[config.mk]
export PLATFORM = sky130hd
export DESIGN_NAME = lfyp_ctrl
export DESIGN_NICKNAME = d
export VERILOG_FILES = /design/src/rtl/core/lfyp_pkg.sv /design/src/rtl/core/lfyp_ctrl.sv
export SDC_FILE = /design/constraint.sdc
export NUM_CORES = 1
export LEC_CHECK = 0
export ABC_CLOCK_PERIOD_IN_PS = 3500
export BUFFER_PORTS_ARGS = -buffer_cell sky130_fd_sc_hd__buf_4
export CAP_MARGIN = 20
export CORE_MARGIN = 2
export CORE_UTILIZATION = 48
export CTS_CLUSTER_SIZE = 25
export DETAILED_ROUTE_END_ITERATION = 6
export PLACE_DENSITY_LB_ADDON = 0.1
export SLEW_MARGIN = 20
export SYNTH_ARGS = -nofsm -noshare
export SYNTH_HDL_FRONTEND = slang
export SYNTH_SLANG_ARGS = --single-unit
[constraint.sdc]
create_clock -name clk -period 3.5 [get_ports clk]
set_input_delay 0.875 -clock clk [delete_from_list [all_inputs] [get_ports clk]]
set_output_delay 0.875 -clock clk [all_outputs]
set_load 0.01 [all_outputs]
[src/rtl/core/lfyp_pkg.sv]
package lfyp_pkg;

  localparam int MAX_PAGES = 1024;
  localparam int ADDR_W    = $clog2(MAX_PAGES);
  localparam int CNT_W     = ADDR_W + 1;
  localparam int PC_W      = 11;
  localparam int CFG_IDX_W = 2;
  localparam int CFG_DATA_W = 32;

  localparam logic [CFG_IDX_W-1:0] REG_PAGE_COUNT   = 2'd0;
  localparam logic [CFG_IDX_W-1:0] REG_SHUFFLE_SEED = 2'd1;

  localparam logic [PC_W-1:0] PAGE_COUNT_RESET = PC_W'(1024);

  localparam int LCG_W    = 48;
  localparam int LCG_HALF = LCG_W / 2;
  localparam int RND_W    = 32;
  localparam int SEED_LO_W = LCG_W - RND_W;
  localparam logic [LCG_HALF-1:0]  LCG_MUL_LO   = 24'hECE66D;
  localparam logic [LCG_HALF-1:0]  LCG_MUL_HI   = 24'h0005DE;
  localparam logic [LCG_W-1:0]     LCG_ADD      = 48'hB;
  localparam logic [SEED_LO_W-1:0] LCG_LOW_SEED = 16'h330E;

  localparam int DVD_W     = 64;
  localparam int MOD_BITS  = 4;
  localparam int MOD_STEPS = DVD_W / MOD_BITS;
  localparam int MOD_CNT_W = $clog2(MOD_STEPS);

  typedef enum logic {
    REQ_SHUFFLE = 1'b0,
    REQ_READ    = 1'b1
  } req_t;

  typedef enum logic [1:0] {
    ST_SHUFFLE_DONE = 2'd0,
    ST_READ_OK      = 2'd1,
    ST_OUT_OF_RANGE = 2'd2,
    ST_NOT_SHUFFLED = 2'd3
  } status_t;

  typedef struct packed {
    req_t              req_type;
    logic [ADDR_W-1:0] position;
  } in_data_t;

  typedef struct packed {
    logic [ADDR_W-1:0] page_index;
    logic [ADDR_W-1:0] next_page;
    logic [ADDR_W-1:0] prev_page;
    logic [ADDR_W-1:0] age;
    status_t           status;
  } out_data_t;

  typedef enum logic [1:0] {
    PH_LOLO   = 2'd0,
    PH_HILO   = 2'd1,
    PH_LOHI   = 2'd2,
    PH_FINISH = 2'd3
  } lcg_ph_t;

  typedef enum logic [2:0] {
    RS_POS  = 3'd0,
    RS_NEXT = 3'd1,
    RS_PREV = 3'd2,
    RS_IDX  = 3'd3,
    RS_J    = 3'd4
  } rsel_t;

  typedef enum logic [1:0] {
    WS_FILL    = 2'd0,
    WS_J_RDATA = 2'd1,
    WS_IDX_TMP = 2'd2
  } wsel_t;

  typedef enum logic [3:0] {
    S_IDLE  = 4'd0,
    S_CHECK = 4'd1,
    S_RD0   = 4'd2,
    S_RD1   = 4'd3,
    S_RD2   = 4'd4,
    S_RD3   = 4'd5,
    S_FILL  = 4'd6,
    S_RGO   = 4'd7,
    S_RWAIT = 4'd8,
    S_MWAIT = 4'd9,
    S_SW0   = 4'd10,
    S_SW1   = 4'd11,
    S_SW2   = 4'd12,
    S_SW3   = 4'd13,
    S_DONE  = 4'd14
  } state_t;

  typedef struct packed {
    logic    in_take;
    logic    idx_clr;
    logic    idx_inc;
    logic    idx_set1;
    logic    lcg_seed;
    logic    lcg_step;
    logic    mod_start;
    logic    j_load;
    logic    mem_we;
    wsel_t   wsel;
    rsel_t   rsel;
    logic    cap_tmp;
    logic    cap_page;
    logic    cap_next;
    logic    cap_prev;
    logic    set_ready;
    logic    out_load;
    status_t out_status;
  } cmd_t;

  typedef struct packed {
    logic table_ready;
    logic pos_oob;
    logic idx_last;
    logic lcg_done;
    logic mod_done;
    logic out_free;
  } sts_t;

endpackage

[src/rtl/core/lfyp_ctrl.sv]
module lfyp_ctrl import lfyp_pkg::*; (
  input  logic clk,
  input  logic rst_n,
  input  logic in_valid,
  input  req_t in_req,
  output logic in_ready,
  output cmd_t cmd,
  input  sts_t sts
);

  state_t  state_r;
  state_t  state_nxt;
  status_t st_r;
  status_t st_nxt;

  always_ff @(posedge clk) begin
    if (!rst_n) begin
      state_r <= S_IDLE;
      st_r    <= ST_SHUFFLE_DONE;
    end else begin
      state_r <= state_nxt;
      st_r    <= st_nxt;
    end
  end

  always_comb begin
    state_nxt = state_r;
    st_nxt    = st_r;
    case (state_r)
      S_IDLE: begin
        if (in_valid) begin
          state_nxt = (in_req == REQ_SHUFFLE) ? S_FILL : S_CHECK;
        end
      end
      S_CHECK: begin
        if (!sts.table_ready) begin
          st_nxt    = ST_NOT_SHUFFLED;
          state_nxt = S_DONE;
        end else if (sts.pos_oob) begin
          st_nxt    = ST_OUT_OF_RANGE;
          state_nxt = S_DONE;
        end else begin
          state_nxt = S_RD0;
        end
      end
      S_RD0: state_nxt = S_RD1;
      S_RD1: state_nxt = S_RD2;
      S_RD2: state_nxt = S_RD3;
      S_RD3: begin
        st_nxt    = ST_READ_OK;
        state_nxt = S_DONE;
      end
      S_FILL: begin
        if (sts.idx_last) state_nxt = S_RGO;
      end
      S_RGO: state_nxt = S_RWAIT;
      S_RWAIT: begin
        if (sts.lcg_done) state_nxt = S_MWAIT;
      end
      S_MWAIT: begin
        if (sts.mod_done) state_nxt = S_SW0;
      end
      S_SW0: state_nxt = S_SW1;
      S_SW1: state_nxt = S_SW2;
      S_SW2: state_nxt = S_SW3;
      S_SW3: begin
        if (sts.idx_last) begin
          st_nxt    = ST_SHUFFLE_DONE;
          state_nxt = S_DONE;
        end else begin
          state_nxt = S_RGO;
        end
      end
      S_DONE: begin
        if (sts.out_free) state_nxt = S_IDLE;
      end
      default: state_nxt = S_IDLE;
    endcase
  end

  always_comb begin
    cmd            = '0;
    cmd.rsel       = RS_POS;
    cmd.wsel       = WS_FILL;
    cmd.out_status = st_r;
    in_ready       = 1'b0;
    case (state_r)
      S_IDLE: begin
        in_ready    = 1'b1;
        cmd.in_take = in_valid;
        cmd.idx_clr = in_valid;
      end
      S_RD0: cmd.rsel = RS_POS;
      S_RD1: begin
        cmd.rsel     = RS_NEXT;
        cmd.cap_page = 1'b1;
      end
      S_RD2: begin
        cmd.rsel     = RS_PREV;
        cmd.cap_next = 1'b1;
      end
      S_RD3: cmd.cap_prev = 1'b1;
      S_FILL: begin
        cmd.mem_we = 1'b1;
        cmd.wsel   = WS_FILL;
        if (sts.idx_last) begin
          cmd.idx_set1 = 1'b1;
          cmd.lcg_seed = 1'b1;
        end else begin
          cmd.idx_inc = 1'b1;
        end
      end
      S_RGO: cmd.lcg_step = 1'b1;
      S_RWAIT: cmd.mod_start = sts.lcg_done;
      S_MWAIT: cmd.j_load = sts.mod_done;
      S_SW0: cmd.rsel = RS_J;
      S_SW1: begin
        cmd.rsel    = RS_IDX;
        cmd.cap_tmp = 1'b1;
      end
      S_SW2: begin
        cmd.mem_we = 1'b1;
        cmd.wsel   = WS_J_RDATA;
      end
      S_SW3: begin
        cmd.mem_we = 1'b1;
        cmd.wsel   = WS_IDX_TMP;
        if (sts.idx_last) begin
          cmd.set_ready = 1'b1;
        end else begin
          cmd.idx_inc = 1'b1;
        end
      end
      S_DONE: cmd.out_load = sts.out_free;
      default: cmd = '0;
    endcase
  end

endmodule

* Word-level counts from Yosys, hierarchy flattened
Cells that the tools add are included.
Word-level totals: register bits 6, input port bits 10
Operators by class: equality and inequality tests 21, mux-type cells 33, reduce and logical (&&, ||, !) cells 6
Operator list (count):
- 4-bit case mux with 15 select lines | 1
- 4-bit 2-to-1 mux | 8
- 4-bit == test, second input constant | 7
- 4-bit by 3-bit == test with 1-bit output, second input constant | 4
- 2-bit 2-to-1 mux | 7
- 14-bit OR reduction | 1
- 1-bit 2-to-1 mux | 13
- 2-bit inequality test, second input constant | 6
- 3-bit case mux with 4 select lines | 1
- 3-bit case mux with 3 select lines | 1
- 4-bit by 2-bit == test with 1-bit output, second input constant | 2
- 2-bit case mux with 3 select lines | 1
- 5-bit AND reduction | 1
- 4-bit by 1-bit == test with 1-bit output, second input constant | 1
- 4-bit logical NOT | 1
- 3-bit 2-to-1 mux | 1
- 3-bit inequality test, second input constant | 1
- 3-bit AND reduction | 1
- 3-bit nonzero test | 1
- 2-bit OR reduction | 1

* Logic depth before layout (Yosys ltp)
depth after elaboration 3, depth in mapped cells 6, mapped depth without buffers 4

* Worst setup path before layout
OpenSTA, ideal clock, no wires.
path kind reg-to-output, start register state_r[0], end output port cmd[21] (netlist bit), arrival 1502 ps, required time 2625 ps, path slack 1123 ps, cell stages (with the launch flop) 6, buffers on the path 2, path through dfxtp_1 > buf_2 > or2_2 > nor3_1 > and2_1 > buf_4
RTL lines:
- start, declared | RTL line lfyp_ctrl.sv:11 | state_t state_r;
- start signal, assigned | RTL line lfyp_ctrl.sv:21 | state_r <= state_nxt;
- end, declared | RTL line lfyp_ctrl.sv:7 | output cmd_t cmd,

==> flow_summary.toml <==
[final_layout]
area_growth_pct = 33.71
layout-drive-gt1-share_pct = 35.25
mostFrequentLayoutCells = "32 x buf_4, 13 x nor2_1, 10 x nor3_1"
num_antenna_cells = 0
final_util_pct = 68.27
final_common_cell = "buf_4"
final_nets = 134

[sta]
finalCritPeriodShare_pct = 77.79
worstMarginPinSlew_ns = 0.7076
setup_tns_ns = 0
fin_ws_ns = 0.7775
setup_viol = 0
rsz0062_at_grt = "no"
slew_viol_final = 0
layout_min_cycle_time_ns = 2.723
max_freq_mhz = 367.3
hold_viol = 0
fin_worst_skew_ns = 0.004950
slew_headroom_pct = 52.76

[cts]
clkLatencyLatePin_ns = 0.25
post_cts_resized = 0
cts_max_path_buffers = 2
postCtsSetupRepairBufs = 0
path_clk_slew_ns = 0.05
clock-root-buffer = "clkbuf_4"
cts_hold_buf = 0
cts_tree = "done"
cts_buffers = 3
clock_sinks = 6
h-tree-depth = 1

[drt]
drt_iter0_markers = 14
wl_per_cell_um = 13.02
antenna_left = 0
vias_per_cell = 5.657
first_pass_iters = 4
wl_um = 1784
drc = 0
num_vias = 775

[die]
dieArea_um2 = 1698
num_rows = 13
initial_core_util_pct = 51.06
die_width_um = 41.21
core_area_um2 = 1301
pin_count = 33
die_height_um = 41.21

[global_routing]
gr-total-overflow = 0
grt_max_degree = 24
antenna_found_initial = 0
grt_use_total_pct = 21.25
grt_pass1_vias = 576
grt_pass1_wl_um = 2484

[yosys]
ys_seq_area_share_pct = 18.08
yosys.cell_types.count = 39
syn-num-nets = 106
netlist_area_um2 = 664.4
yosys_warnings = 0
synth_area_per_cell_um2 = 6.921
synthCells = 96
ys.flop_type = "dfxtp_1"
synth_edf_count = 0
async_reset_ff_share_pct = 0
ys_ff_latch = 6

[job]
maxCapViolations = 0

[worst_hold_path]
hp-class = "flip-flop to flip-flop"
hp-start = "st_r[1]"

[place]
dp_hpwl_um = 1332
gp_congestion = 0.8118
dpl_worst_slack_ns = 1.071
portBuffers = 32

[critical_path]
reg2reg_from = "state_r[2]"
setup.worst_path.start_class = "flip-flop"
arrival_ns = 1.85
critPathLaunch = "state_r[3]"
critPathCaptureType = "output pin"
cp_max_fo = 17
worstSetupPathType = "flip-flop to output pin"
critical_path_required_ns = 2.62

[pwr]
power_density_nw_per_um2 = 759.7
ir_worst_vdd_v = 0.0005007
power_leakage_uw = 0.0003939

[outcome]
run_status = "finished, final reports clean"
[critical path, stage by stage (launching register included)]
cell      delay [ns]
dfxtp_1         0.66
clkinv_1        0.39
nor3_1          0.30
or2_2           0.15
buf_4           0.11
[routing by layer]
layer,vias up,GRT usage [%],routed length [um]
li1,404,-,-
met4,0,0,0
met2,20,35.16,891
met1,351,29.58,803
met5,-,0,0
met3,0,4.891,89
[final timing paths]
kind	to	slack, ns	cells past startpoint
max	cmd[9]	0.78	4
min	st_r[1]	0.52	1
max reg2reg	state_r[3]	1.53	4
min reg2reg	st_r[1]	0.52	1
[registers in the layout, summed over array words and instances, names as in the netlist]
signal   count
st_r         2
state_r      4
[final cells by class]
class                           instances  area (um^2)
Clock buffer                            3        22.52
Inverter                                5        18.77
Timing Repair Buffer                   32        240.2
Multi-Input combinational cell         76        467.9
Sequential cell                         6        120.1
Fill cell                             120        412.9
Tap cell                               15        18.77
[synth_stat cells, types with 2 or more instances]
library cell   n  area, um^2
a21oi_1        5       25.02
and2_1         3       18.77
dfxtp_1        6       120.1
nand2b_1       3       18.77
buf_4          3       22.52
buf_2          4       20.02
a211oi_1       2       15.01
o21ai_0        5       25.02
or2_2          2       12.51
nand2_1        4       15.01
nand3b_1       2       15.01
nor3_1        10       50.05
nor2_1        13       48.80
o21a_1         2       15.01
and3_1         2       12.51
inv_1          4       15.01
or3_1          2       12.51
o31ai_1        3       22.52
[through the flow]
stage	hold WS [ns]	std cells	cell area, um^2	total power (uW)
floorplan	0.4888	96	664.4	486.8
global placement	0.5114	134	865.8	599.7
detailed placement	0.5142	134	865.8	607.9
CTS	0.5254	137	888.4	674.6
global route	0.5275	137	888.4	729.3
finish	0.5235	137	888.4	674.9
[power by group]
group	internal [uW]	switching [uW]
clock	38.8	25.4
sequential	96.7	96.3
combinational	204	214
[kinds of logic (layout without fill, tap and decap cells)]
kind of cell	after synthesis	in the layout	synth area share (%)
flops	6	6	18.08
simple gates	48	48	39.36
compound gates	28	28	31.07
buf+inv	14	40	11.49
Note: power is estimated with default switching activity, not from simulation.
